**src/design/bpf_pkg.sv**
```systemverilog
`default_nettype none
package bpf_pkg;

  // Command codes carried by the kind field of an input item.
  localparam int KIND_W = 3;
  localparam logic [KIND_W-1:0] K_MOVE  = 3'd0;
  localparam logic [KIND_W-1:0] K_LINE  = 3'd1;
  localparam logic [KIND_W-1:0] K_QUAD  = 3'd2;
  localparam logic [KIND_W-1:0] K_CUBIC = 3'd3;
  localparam logic [KIND_W-1:0] K_CLOSE = 3'd4;

  // Points per curve register and the running length.
  localparam int EVAL_W = 7;
  localparam logic [EVAL_W-1:0] EVAL_RESET = 7'd16;
  localparam int LEN_W = 32;

endpackage
`default_nettype wire

```
**src/design/bpf_isqrt.sv**
```systemverilog
`default_nettype none
module bpf_isqrt #(
  parameter int ROOT_W = 25
) (
  input  wire logic                  clk,
  input  wire logic                  rst_n,
  input  wire logic                  start,
  input  wire logic [2*ROOT_W-1:0]   radicand,
  output logic                       done,
  output logic [ROOT_W:0]            root
);

  localparam int CNTW = $clog2(ROOT_W + 1);

  logic [2*ROOT_W-1:0] v_r;
  logic [ROOT_W+1:0]   rem_r;
  logic [ROOT_W-1:0]   root_r;
  logic [CNTW-1:0]     cnt_r;
  logic                busy_r;
  logic                done_r;

  logic [ROOT_W+3:0]   rem_sh;
  logic [ROOT_W+3:0]   trial;
  logic                ge;

  // One result bit per cycle: bring down the next pair of radicand bits.
  always_comb begin
    rem_sh = {rem_r, v_r[2*ROOT_W-1 -: 2]};
    trial  = (ROOT_W+4)'({root_r, 2'b01});
    ge     = (rem_sh >= trial);
  end

  always_ff @(posedge clk) begin
    if (!rst_n) begin
      busy_r <= 1'b0;
      done_r <= 1'b0;
    end else begin
      done_r <= 1'b0;
      if (start) begin
        v_r    <= radicand;
        rem_r  <= '0;
        root_r <= '0;
        cnt_r  <= CNTW'(ROOT_W);
        busy_r <= 1'b1;
      end else if (busy_r) begin
        v_r    <= v_r << 2;
        rem_r  <= ge ? (ROOT_W+2)'(rem_sh - trial) : (ROOT_W+2)'(rem_sh);
        root_r <= {root_r[ROOT_W-2:0], ge};
        cnt_r  <= cnt_r - 1'b1;
        if (cnt_r == CNTW'(1)) begin
          busy_r <= 1'b0;
          done_r <= 1'b1;
        end
      end
    end
  end

  // Round to nearest: step up when the remainder exceeds the root.
  assign root = (ROOT_W+1)'(root_r) +
                (ROOT_W+1)'(rem_r > (ROOT_W+2)'(root_r));
  assign done = done_r;

endmodule
`default_nettype wire

```
**src/design/bezier_path_flattener_top.sv**
```systemverilog
// Bezier path flattener: turns path commands into a stream of polyline points.
// Input channel (in_*): one item is one command (move, line, quadratic, cubic,
// close) with its control and target points in signed Q15.8. It is taken when
// in_valid is high and in_stall is low; in_stall stays high while a command
// is being worked on, so one command is handled at a time.
// Output channel (out_*): one item per point, with the segment start flag,
// the running Q24.8 path length and a last flag on the final point of the
// command. A held output is kept stable while out_stall is high, and the
// block waits with the next point until the output register is free.
// Processing: line and close square the step from the previous point and
// take its root for the length (move emits its target without one). Curve
// points share one multiplier for the Bernstein weights, the sums and the
// squares, and bit-serial units divide by N^2 or N^3 and take the root.
// Configuration: cfg_wr_en writes the points per curve; the user must do so
// only while idle, since the block itself does not enforce it.
// Reset (synchronous, rst_n low) clears the previous point, move target and
// length, marks the segment empty and sets 16 points per curve.
`default_nettype none
module bezier_path_flattener_top #(
  parameter int MAX_EVAL_POINTS = 64,
  parameter int COORD_WIDTH     = 24
) (
  input  wire logic                          clk,
  input  wire logic                          rst_n,
  input  wire logic                          cfg_wr_en,
  input  wire logic [bpf_pkg::EVAL_W-1:0]    cfg_wr_data,
  input  wire logic                          in_valid,
  output logic                               in_stall,
  input  wire logic [bpf_pkg::KIND_W-1:0]    in_kind,
  input  wire logic signed [COORD_WIDTH-1:0] in_ctrl1_x,
  input  wire logic signed [COORD_WIDTH-1:0] in_ctrl1_y,
  input  wire logic signed [COORD_WIDTH-1:0] in_ctrl2_x,
  input  wire logic signed [COORD_WIDTH-1:0] in_ctrl2_y,
  input  wire logic signed [COORD_WIDTH-1:0] in_end_x,
  input  wire logic signed [COORD_WIDTH-1:0] in_end_y,
  output logic                               out_valid,
  input  wire logic                          out_stall,
  output logic signed [COORD_WIDTH-1:0]      out_point_x,
  output logic signed [COORD_WIDTH-1:0]      out_point_y,
  output logic                               out_segment_start,
  output logic [bpf_pkg::LEN_W-1:0]          out_total_length,
  output logic                               out_last
);

  localparam int CW   = COORD_WIDTH;
  localparam int NB   = $clog2(MAX_EVAL_POINTS + 1);
  localparam int U2W  = 2 * NB;
  localparam int WW   = 3 * NB + 2;
  localparam int MA   = (CW + 1 > U2W + 1) ? CW + 1 : U2W + 1;
  localparam int MB   = (CW + 1 > WW + 1) ? CW + 1 : WW + 1;
  localparam int PW   = MA + MB;
  localparam int AW   = CW + 3 * NB + 3;
  localparam int QW   = CW + 1;
  localparam int SCW  = $clog2(QW + 2);
  localparam int VW   = 2 * CW + 2;
  localparam int RTW  = CW + 1;
  localparam int LW   = bpf_pkg::LEN_W;
  localparam int LSW  = (LW + 1 > RTW + 2) ? LW + 1 : RTW + 2;

  localparam logic [2:0] S_IDLE = 3'd0;
  localparam logic [2:0] S_WGT  = 3'd1;
  localparam logic [2:0] S_MAC  = 3'd2;
  localparam logic [2:0] S_DIV  = 3'd3;
  localparam logic [2:0] S_SQ   = 3'd4;
  localparam logic [2:0] S_ROOT = 3'd5;
  localparam logic [2:0] S_EMIT = 3'd6;

  logic [2:0]                state_r;
  logic [SCW-1:0]            step_r;
  logic [SCW-1:0]            dcnt_r;
  logic                      ph_r;
  logic                      cubic_r;
  logic                      curve_r;
  logic [NB-1:0]             n_r;
  logic [NB-1:0]             i_r;
  logic [bpf_pkg::EVAL_W-1:0] eval_r;

  logic signed [CW-1:0]      ax_r, ay_r, c1x_r, c1y_r, c2x_r, c2y_r, ex_r, ey_r;
  logic signed [CW-1:0]      px_r, py_r, prev_x_r, prev_y_r, mt_x_r, mt_y_r;
  logic                      seg_empty_r;
  logic [LW-1:0]             len_r;

  logic [U2W-1:0]            u2_r, i2_r;
  logic [WW-1:0]             w_r [4];
  logic signed [AW-1:0]      acc_r;
  logic                      axis_r;
  logic [AW-1:0]             rem_r, dsh_r;
  logic [QW-1:0]             q_r;
  logic                      neg_r;
  logic [VW-1:0]             dx2_r;
  logic signed [PW-1:0]      prod_r;

  logic                      out_valid_r;
  logic signed [CW-1:0]      out_x_r, out_y_r;
  logic                      out_start_r, out_last_r;
  logic [LW-1:0]             out_len_r;

  logic [NB-1:0]             n_clamp;
  logic [NB-1:0]             u;
  logic signed [MA-1:0]      mul_a;
  logic signed [MB-1:0]      mul_b;
  logic [WW-1:0]             p_w;
  logic signed [CW-1:0]      sel_c;
  logic signed [CW:0]        dx, dy;
  logic [AW-1:0]             d_aw, den, mag;
  logic signed [AW-1:0]      num;
  logic                      ge;
  logic [QW-1:0]             qn;
  logic                      sq_start, sq_done;
  logic [VW-1:0]             radicand;
  logic [RTW:0]              sq_root;
  logic [LSW-1:0]            len_sum;

  // Points per curve: zero acts as one, anything above the maximum is capped.
  always_comb begin
    if (eval_r == '0) begin
      n_clamp = NB'(1);
    end else if (int'(eval_r) > MAX_EVAL_POINTS) begin
      n_clamp = NB'(MAX_EVAL_POINTS);
    end else begin
      n_clamp = NB'(eval_r);
    end
  end

  assign u   = n_r - i_r;
  assign p_w = WW'(prod_r);
  assign dx  = (CW+1)'(px_r) - (CW+1)'(prev_x_r);
  assign dy  = (CW+1)'(py_r) - (CW+1)'(prev_y_r);

  // Coordinate for the current term of the Bernstein sum.
  always_comb begin
    case (step_r[2:0])
      3'd0:    sel_c = ax_r;
      3'd1:    sel_c = c1x_r;
      3'd2:    sel_c = c2x_r;
      3'd3:    sel_c = ex_r;
      3'd4:    sel_c = ay_r;
      3'd5:    sel_c = c1y_r;
      3'd6:    sel_c = c2y_r;
      default: sel_c = ey_r;
    endcase
  end

  // Operand selection for the shared multiplier. Weight steps build
  // u^2, i^2 and then the four weights; quadratic curves use a zero weight
  // for the second control point.
  always_comb begin
    mul_a = '0;
    mul_b = '0;
    unique case (state_r)
      S_WGT: begin
        case (step_r)
          SCW'(0): begin
            mul_a = MA'(signed'({1'b0, u}));
            mul_b = MB'(signed'({1'b0, u}));
          end
          SCW'(1): begin
            mul_a = MA'(signed'({1'b0, i_r}));
            mul_b = MB'(signed'({1'b0, i_r}));
          end
          SCW'(2): begin
            mul_a = MA'(signed'({1'b0, u2_r}));
            mul_b = cubic_r ? MB'(signed'({1'b0, u})) : MB'(1);
          end
          SCW'(3): begin
            mul_a = cubic_r ? MA'(signed'({1'b0, u2_r})) : MA'(signed'({1'b0, u}));
            mul_b = MB'(signed'({1'b0, i_r}));
          end
          SCW'(4): begin
            mul_a = cubic_r ? MA'(signed'({1'b0, u})) : '0;
            mul_b = MB'(signed'({1'b0, i2_r}));
          end
          default: begin
            mul_a = MA'(signed'({1'b0, i2_r}));
            mul_b = cubic_r ? MB'(signed'({1'b0, i_r})) : MB'(1);
          end
        endcase
      end
      S_MAC: begin
        mul_a = MA'(sel_c);
        mul_b = MB'(signed'({1'b0, w_r[step_r[1:0]]}));
      end
      S_SQ: begin
        mul_a = (step_r == '0) ? MA'(dx) : MA'(dy);
        mul_b = (step_r == '0) ? MB'(dx) : MB'(dy);
      end
      default: begin
        mul_a = '0;
        mul_b = '0;
      end
    endcase
  end

  // Rounded division setup: floor((2S + d) / 2d), where the weights sum to d.
  always_comb begin
    d_aw = AW'(w_r[0]) + AW'(w_r[1]) + AW'(w_r[2]) + AW'(w_r[3]);
    den  = d_aw << 1;
    num  = (acc_r <<< 1) + signed'(d_aw);
    mag  = num[AW-1] ? (AW'(-num) + den - AW'(1)) : AW'(num);
    ge   = (rem_r >= dsh_r);
    qn   = neg_r ? (~q_r + QW'(1)) : q_r;
  end

  assign sq_start = (state_r == S_SQ) && ph_r && !seg_empty_r && (step_r == SCW'(1));
  assign radicand = dx2_r + VW'(prod_r);
  assign len_sum  = LSW'(len_r) + LSW'(sq_root);

  bpf_isqrt #(
    .ROOT_W (RTW)
  ) u_isqrt (
    .clk      (clk),
    .rst_n    (rst_n),
    .start    (sq_start),
    .radicand (radicand),
    .done     (sq_done),
    .root     (sq_root)
  );

  always_ff @(posedge clk) begin
    prod_r <= mul_a * mul_b;
    if (!rst_n) begin
      state_r     <= S_IDLE;
      step_r      <= '0;
      dcnt_r      <= '0;
      ph_r        <= 1'b0;
      eval_r      <= bpf_pkg::EVAL_RESET;
      prev_x_r    <= '0;
      prev_y_r    <= '0;
      mt_x_r      <= '0;
      mt_y_r      <= '0;
      seg_empty_r <= 1'b1;
      len_r       <= '0;
      out_valid_r <= 1'b0;
    end else begin
      if (cfg_wr_en) begin
        eval_r <= cfg_wr_data;
      end
      // The emit state loads the output register itself when it is free.
      if (out_valid_r && !out_stall && (state_r != S_EMIT)) begin
        out_valid_r <= 1'b0;
      end
      unique case (state_r)
        S_IDLE: begin
          step_r <= '0;
          ph_r   <= 1'b0;
          dcnt_r <= '0;
          if (in_valid) begin
            case (in_kind) inside
              bpf_pkg::K_MOVE: begin
                px_r        <= in_end_x;
                py_r        <= in_end_y;
                mt_x_r      <= in_end_x;
                mt_y_r      <= in_end_y;
                seg_empty_r <= 1'b1;
                curve_r     <= 1'b0;
                state_r     <= S_SQ;
              end
              bpf_pkg::K_LINE: begin
                px_r    <= in_end_x;
                py_r    <= in_end_y;
                curve_r <= 1'b0;
                state_r <= S_SQ;
              end
              bpf_pkg::K_CLOSE: begin
                px_r    <= mt_x_r;
                py_r    <= mt_y_r;
                curve_r <= 1'b0;
                state_r <= S_SQ;
              end
              bpf_pkg::K_QUAD, bpf_pkg::K_CUBIC: begin
                ax_r    <= prev_x_r;
                ay_r    <= prev_y_r;
                c1x_r   <= in_ctrl1_x;
                c1y_r   <= in_ctrl1_y;
                c2x_r   <= in_ctrl2_x;
                c2y_r   <= in_ctrl2_y;
                ex_r    <= in_end_x;
                ey_r    <= in_end_y;
                n_r     <= n_clamp;
                i_r     <= NB'(1);
                cubic_r <= (in_kind == bpf_pkg::K_CUBIC);
                curve_r <= 1'b1;
                state_r <= S_WGT;
              end
              default: begin
                state_r <= S_IDLE;
              end
            endcase
          end
        end
        S_WGT: begin
          ph_r <= !ph_r;
          if (ph_r) begin
            case (step_r)
              SCW'(0): u2_r <= U2W'(prod_r);
              SCW'(1): i2_r <= U2W'(prod_r);
              SCW'(2): w_r[0] <= p_w;
              SCW'(3): w_r[1] <= cubic_r ? (p_w + (p_w << 1)) : (p_w << 1);
              SCW'(4): w_r[2] <= p_w + (p_w << 1);
              default: w_r[3] <= p_w;
            endcase
            if (step_r == SCW'(5)) begin
              step_r  <= '0;
              acc_r   <= '0;
              state_r <= S_MAC;
            end else begin
              step_r <= step_r + 1'b1;
            end
          end
        end
        S_MAC: begin
          ph_r <= !ph_r;
          if (ph_r) begin
            acc_r  <= acc_r + AW'(prod_r);
            step_r <= step_r + 1'b1;
            if (step_r[1:0] == 2'd3) begin
              axis_r  <= step_r[2];
              dcnt_r  <= '0;
              state_r <= S_DIV;
            end
          end
        end
        S_DIV: begin
          dcnt_r <= dcnt_r + 1'b1;
          if (dcnt_r == '0) begin
            rem_r <= mag;
            dsh_r <= den << (QW - 1);
            neg_r <= num[AW-1];
            q_r   <= '0;
          end else if (dcnt_r == SCW'(QW + 1)) begin
            dcnt_r <= '0;
            acc_r  <= '0;
            if (!axis_r) begin
              px_r    <= CW'(qn);
              state_r <= S_MAC;
            end else begin
              py_r    <= CW'(qn);
              step_r  <= '0;
              state_r <= S_SQ;
            end
          end else begin
            if (ge) begin
              rem_r <= rem_r - dsh_r;
            end
            q_r   <= {q_r[QW-2:0], ge};
            dsh_r <= dsh_r >> 1;
          end
        end
        S_SQ: begin
          if (seg_empty_r) begin
            state_r <= S_EMIT;
          end else begin
            ph_r <= !ph_r;
            if (ph_r) begin
              if (step_r == '0) begin
                dx2_r  <= VW'(prod_r);
                step_r <= SCW'(1);
              end else begin
                step_r  <= '0;
                state_r <= S_ROOT;
              end
            end
          end
        end
        S_ROOT: begin
          if (sq_done) begin
            len_r   <= (|len_sum[LSW-1:LW]) ? '1 : len_sum[LW-1:0];
            state_r <= S_EMIT;
          end
        end
        S_EMIT: begin
          if (!out_valid_r || !out_stall) begin
            out_valid_r <= 1'b1;
            out_x_r     <= px_r;
            out_y_r     <= py_r;
            out_start_r <= seg_empty_r;
            out_len_r   <= len_r;
            out_last_r  <= !curve_r || (i_r == n_r);
            prev_x_r    <= px_r;
            prev_y_r    <= py_r;
            seg_empty_r <= 1'b0;
            ph_r        <= 1'b0;
            step_r      <= '0;
            if (curve_r && (i_r != n_r)) begin
              i_r     <= i_r + 1'b1;
              state_r <= S_WGT;
            end else begin
              state_r <= S_IDLE;
            end
          end
        end
        default: begin
          state_r <= S_IDLE;
        end
      endcase
    end
  end

  assign in_stall          = (state_r != S_IDLE);
  assign out_valid         = out_valid_r;
  assign out_point_x       = out_x_r;
  assign out_point_y       = out_y_r;
  assign out_segment_start = out_start_r;
  assign out_total_length  = out_len_r;
  assign out_last          = out_last_r;

endmodule
`default_nettype wire
```
**config.mk**
```make
export PLATFORM = sky130hd
export DESIGN_NAME = bezier_path_flattener_top
export DESIGN_NICKNAME = d
export VERILOG_FILES = /design/src/design/bpf_pkg.sv /design/src/design/bpf_isqrt.sv /design/src/design/bezier_path_flattener_top.sv
export SDC_FILE = /design/constraint.sdc
export NUM_CORES = 2
export LEC_CHECK = 0
export ABC_AREA = 1
export BUFFER_PORTS_ARGS = -buffer_cell sky130_fd_sc_hd__buf_2
export CORE_MARGIN = 5
export CORE_UTILIZATION = 55
export DETAILED_ROUTE_END_ITERATION = 10
export PLACE_DENSITY = 0.7
export SETUP_SLACK_MARGIN = 0.5
export SYNTH_ARGS = -nofsm -noshare
export SYNTH_HDL_FRONTEND = slang
export SYNTH_HIERARCHICAL = 1
export SYNTH_SLANG_ARGS = --single-unit
```
**constraint.sdc**
```tcl
create_clock -name clk -period 25.2 [get_ports clk]
set_input_delay 7.56 -clock clk [delete_from_list [all_inputs] [get_ports clk]]
set_output_delay 7.56 -clock clk [all_outputs]
set_load 0.05 [all_outputs]
```
Word-level counts from Yosys, hierarchy flattened. Memory sizes are Yosys's and may differ from the RTL's. A register that Yosys moved wholly into a read port is not among the register bits. Index checks and enable logic that the tools add are counted.

Bits in registers: 896. Bits in writable memories: 92. Output and inout port bits: 84. Logic and storage cells: 333. Memories kept: 1.

Memories: w_r (depth 4, bits a word 23, rd ports 5, clocked after Yosys merged registers in 1, wr ports 1, RTL line bezier_path_flattener_top.sv:84) `logic [WW-1:0] w_r [4];`.

$add $sub $neg: 22. Multipliers: 1. Order comparisons: 4. Equality and inequality tests: 50. Multiplexer cells: 137. Bitwise operators: 7. Reduce and logical (&&, ||, !) cells: 62.

Operator list (count): $mux 48 (11); $mux 24 (16); $pmux 24 s7 (1); $pmux 25 s3 (2); $pmux 48 s3 (1); $mux 50 (2); $add 48x27->48 (2); $pmux 24 s2 (2); $mux 23 (4); $mux 7 (11); $mux 5 (14); $pmux 14 s5 (1); $reduce_or 23->1 (3); $pmux 14 s4 (1); $mux 27 (2); $add 50x50->50 (1); $mul 25x25->50 (1); $mux 25 (2); $sub 24x24->25 (2); $add 48x48->48 (1); $ge 48x48->1 (1); $mux 3 (16); $neg 48->48 (1); $sub 48x1->48 const B (1); 62 further kinds (184).

Depth between registers and ports, before layout.
Depth after elaboration: 10. Depth in mapped cells: 50.

Cells and area by module. The synthesis kept the hierarchy.

Modules (own cells, without submodules): bezier_path_flattener_top (times used 1, cells each 9147, area each 76773.6 µm²); bpf_isqrt (times used 1, cells each 1013, area each 7429.6 µm²).

Worst setup path after synthesis. Ideal clock, no wire load.

Path kind: input to register. Start point: input port rst_n. End point: register ax_r[0] (enable). Setup time: 0.763 ns. Data arrival time: 16.417 ns. Required time: 24.437 ns. Path slack: 8.021 ns. Stages on the path: 4. Buffers on the path: 2. Cell sequence: clkbuf_1 buf_1 nand2_1 nor2_1.

Cells in the longest elaborated chain, start to end: 1.

Ends and longest elaborated chain: from (decl) (RTL line bezier_path_flattener_top.sv:24) `input wire logic rst_n,`; $reduce_and 7->1 (no source line); to (signal assigned) (RTL line bezier_path_flattener_top.sv:271) `ax_r <= prev_x_r;`; to (decl) (RTL line bezier_path_flattener_top.sv:78) `logic signed [CW-1:0] ax_r, ay_r, c1x_r, c1y_r, c2x_r, c2y_r, ex_r, ey_r;`.

Every way passes these cells. A chain may end at the register's enable or synchronous reset.

Final worst setup path.
Start point: register step_r[2]. End point: register prod_r[45].

Cells in the longest elaborated chain, start to end: 5. Elaborated cells on any way between the ends: 20.

Ends and longest elaborated chain: from (decl) (RTL line bezier_path_flattener_top.sv:69) `logic [SCW-1:0] step_r;`; from (signal assigned) (RTL line bezier_path_flattener_top.sv:307) `step_r <= step_r + 1'b1;`; from (signal assigned) (RTL line bezier_path_flattener_top.sv:315) `step_r <= step_r + 1'b1;`; $eq 5x1->1 or $eq 5x2->1 (tied branches) (RTL line bezier_path_flattener_top.sv:152) `case (step_r)`; $reduce_or 2->1 (no source line); $pmux 14 s4 (RTL line bezier_path_flattener_top.sv:152); $pmux 25 s3 (RTL line bezier_path_flattener_top.sv:150) `unique case (state_r)`; $mul 25x25->50 * (RTL line bezier_path_flattener_top.sv:220) `prod_r <= mul_a * mul_b;`; to (signal assigned) (RTL line bezier_path_flattener_top.sv:220); to (decl) (RTL line bezier_path_flattener_top.sv:91) `logic signed [PW-1:0] prod_r;`.

Mark *: on every way between the ends. The rest lies on a longest branch, timed or not.

==> results.md <==
* Die X at 401.3 um
* Die area at 0.1610 sq mm
* Pre-antenna DRT Iters at 8
* GP Congestion at 0.9852
* First DRT Iteration DRCs at 6960
* Fin. max-slew vios at 0
* Most frequent cell after synthesis: nand2_1
* Final Cycle Share at 40.62%
* Setup bufs post-CTS at 0
* Pwr dens at 99.37 mW/mm^2
* Max Cap Viol at 0
* Share of cells above drive strength 1 at 6.569%
* Top cells by area, synth: edfxtp_1, fa_1, nand2_1
* RSZ-0062 raised after global routing: false
* R2R setup slack at 14960 ps
* Crit Path Class: flip-flop to flip-flop
* Syn_area_per_cell at 8.288 sq um
* Global-route wire length before repair at 395500 um
* H-tree Lvls at 3
* Worst Max-Slew Pin Slew at 1299 ps
* Number of synthesized register bits at 989
* Largest net degree at the start of global routing at 98
* Final WL at 254800 um
* Post-route antenna net violation count at 0
* Slowest stage cell, crit path: fa_1
* CP arrival at 10890 ps
* Status: complete, no violations
* Post-CTS sizing at 0
* TNS Setup at 0 ps
* Nets@finish at 11710
* Setup violators final at 0
* Final Skew at 47.10 ps
* Hold Path Cell Cnt at 0
* Post-synth ARST share at 0%
* Synth warn at 6
* Share of the synthesized area in the top cell type at 27.96%
* Vias at 70910
* Layout fillers at 13510
* Worst-path fanout max at 25
* Initial core utilization at 55.37%
* Post-Synthesis Cells at 10160
* CP Data Required Time at 25860 ps
* Most frequent cells after synthesis: nand2_1, inv_1, nor2_1, edfxtp_1, a21oi_1
* # DRC at 0
* Vias in the first global route at 70660
* Worst ir drop on vdd at 0.0001265 V
* Critical path startpoint category: flip-flop
* Core ar. at 0.1521 sq mm
* Static Leakage at 42.56 nW
* Min-Delay Endpoint: ax_r[10]$_DFFE_PP_
* Reg2reg path depth at 29
* Max stage delay on crit path at 960 ps
* Number of flops mapped to enable cells by yosys at 784
* Hpwl dp at 199700 um
* Reg clk slew, reported paths at 60 ps
* Syn Std Cell Area at 0.08420 sq mm
* Latest clock arrival within the worst-skew pair at 750 ps
* Seq/Total Area, Yosys at 32.83%
* Peak Freq at 97.69 MHz
* Hold/Removal Path Class: flip-flop to flip-flop
* DR vias/cell at 5.691
* Synth cell types at 76
* Global route overflow at 0
* FP Rows at 143
* IO Pins at 243
* I/O Buffers at 242
* Antenna violations before repair at 4
* Cell taking the most area after synthesis: edfxtp_1
* CTS max path bufs at 3
* Sink Count at 989
* Crit path top cell by count: fa_1
* Fin. Hold Viols at 0
* Total design power at 9.051 mW
* Hold Crit Start: prev_x_r[10]$_SDFFE_PN0P_
* CTS tree: done
* Die Y-Extent at 401.3 um
* Worst slew margin at 12.49%
* Start of the worst register-to-register path: step_r[2]$_SDFFE_PN0P_
* # hold bufs at CTS at 0
* CP Capture Type: flip-flop
* Post-Syn Nets at 11530
* Fin crit period at 10240 ps
* WL/cell at 20.45 um
* Synth-to-Final Area Change at 8.180%
* Clk root buf: clkbuf_16
* Predominant post-synthesis flop cell: edfxtp_1
* GRT Total Usage at 31.11%
* CTS buffer count at 105
* Reg-to-Reg End: prod_r[45]$_DFF_P_
==> final cells by class <==
cell class	instances	area [sq um]	share of cell area, %
diodes	2	5.005	0.005494
clock buffers	151	3045	3.343
clock inverters	49	583.1	0.6401
inverters	1815	6819	7.486
multi-input cells	7094	48570	53.32
flip-flops and latches	989	27650	30.35
well taps	2030	2540	2.788
repair buffers	330	1878	2.062
==> power by group <==
part / internal (mW) / leakage, nW / switching [mW]
Combinational: 1.69 / 32.0 / 3.66
Sequential: 1.95 / 8.76 / 0.135
Clock: 0.930 / 1.76 / 0.685
Total: 4.57 / 42.6 / 4.48
==> stage by stage <==
step | cell area, sq um | setup WS [ps] | cells | utilization, % | hold WS, ps
2_1_floorplan | 84200 | 8021 | 10160 | - | 408.2
3_3_place_gp | 87450 | 14690 | 12260 | 57.50 | 413.4
3_5_place_dp | 87450 | 14630 | 12260 | 57.50 | 413.6
4_1_cts | 91070 | 15010 | 12460 | 59.88 | 420.1
5_1_grt | 91090 | 14510 | 12460 | 59.89 | 415.9
6_report | 91090 | 14960 | 12460 | 59.90 | 410.6
==> worst max-delay path, delay by kind of cell, from the launching register on <==
kind,cells,cell delay (ps)
AND/OR/NAND/NOR,8,2200
AO/OA/AOI/OAI,2,670
buffers and inverters,9,1800
adder cells (fa/ha/maj),9,4620
XOR/XNOR,1,150
flip-flops,1,650
==> state kept, by name, indices dropped and copies added, names as in the netlist, 25 cells and up, named ones only <==
| signal | flops |
|---|---|
| w_r | 92 |
| dx2_r | 50 |
| prod_r | 50 |
| u_isqrt/v_r | 50 |
| dsh_r | 48 |
| rem_r | 48 |
| acc_r | 47 |
| len_r | 32 |
| out_total_length | 32 |
| u_isqrt/rem_r | 27 |
| u_isqrt/root_r | 25 |
==> cells in the final DEF (no fill, tap or decap), types with 45 or more instances in the layout <==
cell type and count:
nand2_1 2166, inv_1 1764, nor2_1 1006, edfxtp_1 784, a21oi_1 727, fa_1 715
o21ai_0 675, ha_1 499, nand3_1 314, buf_2 241, dfxtp_1 205, xor2_1 168
clkbuf_16 109, xnor2_1 103, buf_4 88, a31oi_1 86, nor3_1 64, nand4_1 56
inv_2 45, a221oi_1 45
==> cell families after synthesis <==
logic type	synth area share, %
XOR/XNOR	2.819
other	0.004454
AND/OR/NAND/NOR	18.31
flip-flops	32.83
buffers and inverters	9.578
AO/OA/AOI/OAI	12.04
adder cells (fa/ha/maj)	24.41
==> worst max path at each step <==
stage / start / endpoint / slack, ps / depth (start not counted)
after floorplan: rst_n / ax_r[0]$_DFFE_PP_ / 8020 / 4
after global placement: rst_n / out_point_x[21]$_DFFE_PP_ / 14690 / 4
after detailed placement: rst_n / out_point_y[19]$_DFFE_PP_ / 14630 / 4
after CTS: step_r[2]$_SDFFE_PN0P_ / prod_r[45]$_DFF_P_ / 15010 / 29
after global routing: step_r[2]$_SDFFE_PN0P_ / prod_r[45]$_DFF_P_ / 14510 / 29
final: step_r[2]$_SDFFE_PN0P_ / prod_r[45]$_DFF_P_ / 14960 / 29
==> routing by layer <==
metal | GRT usage, % | part of all wire, %
met1 | 41.55 | 41
met2 | 51.11 | 46
met3 | 4.878 | 8.5
met4 | 12.55 | 4.9
met5 | 0 | 0
Note: power is estimated with default switching activity, not from simulation.
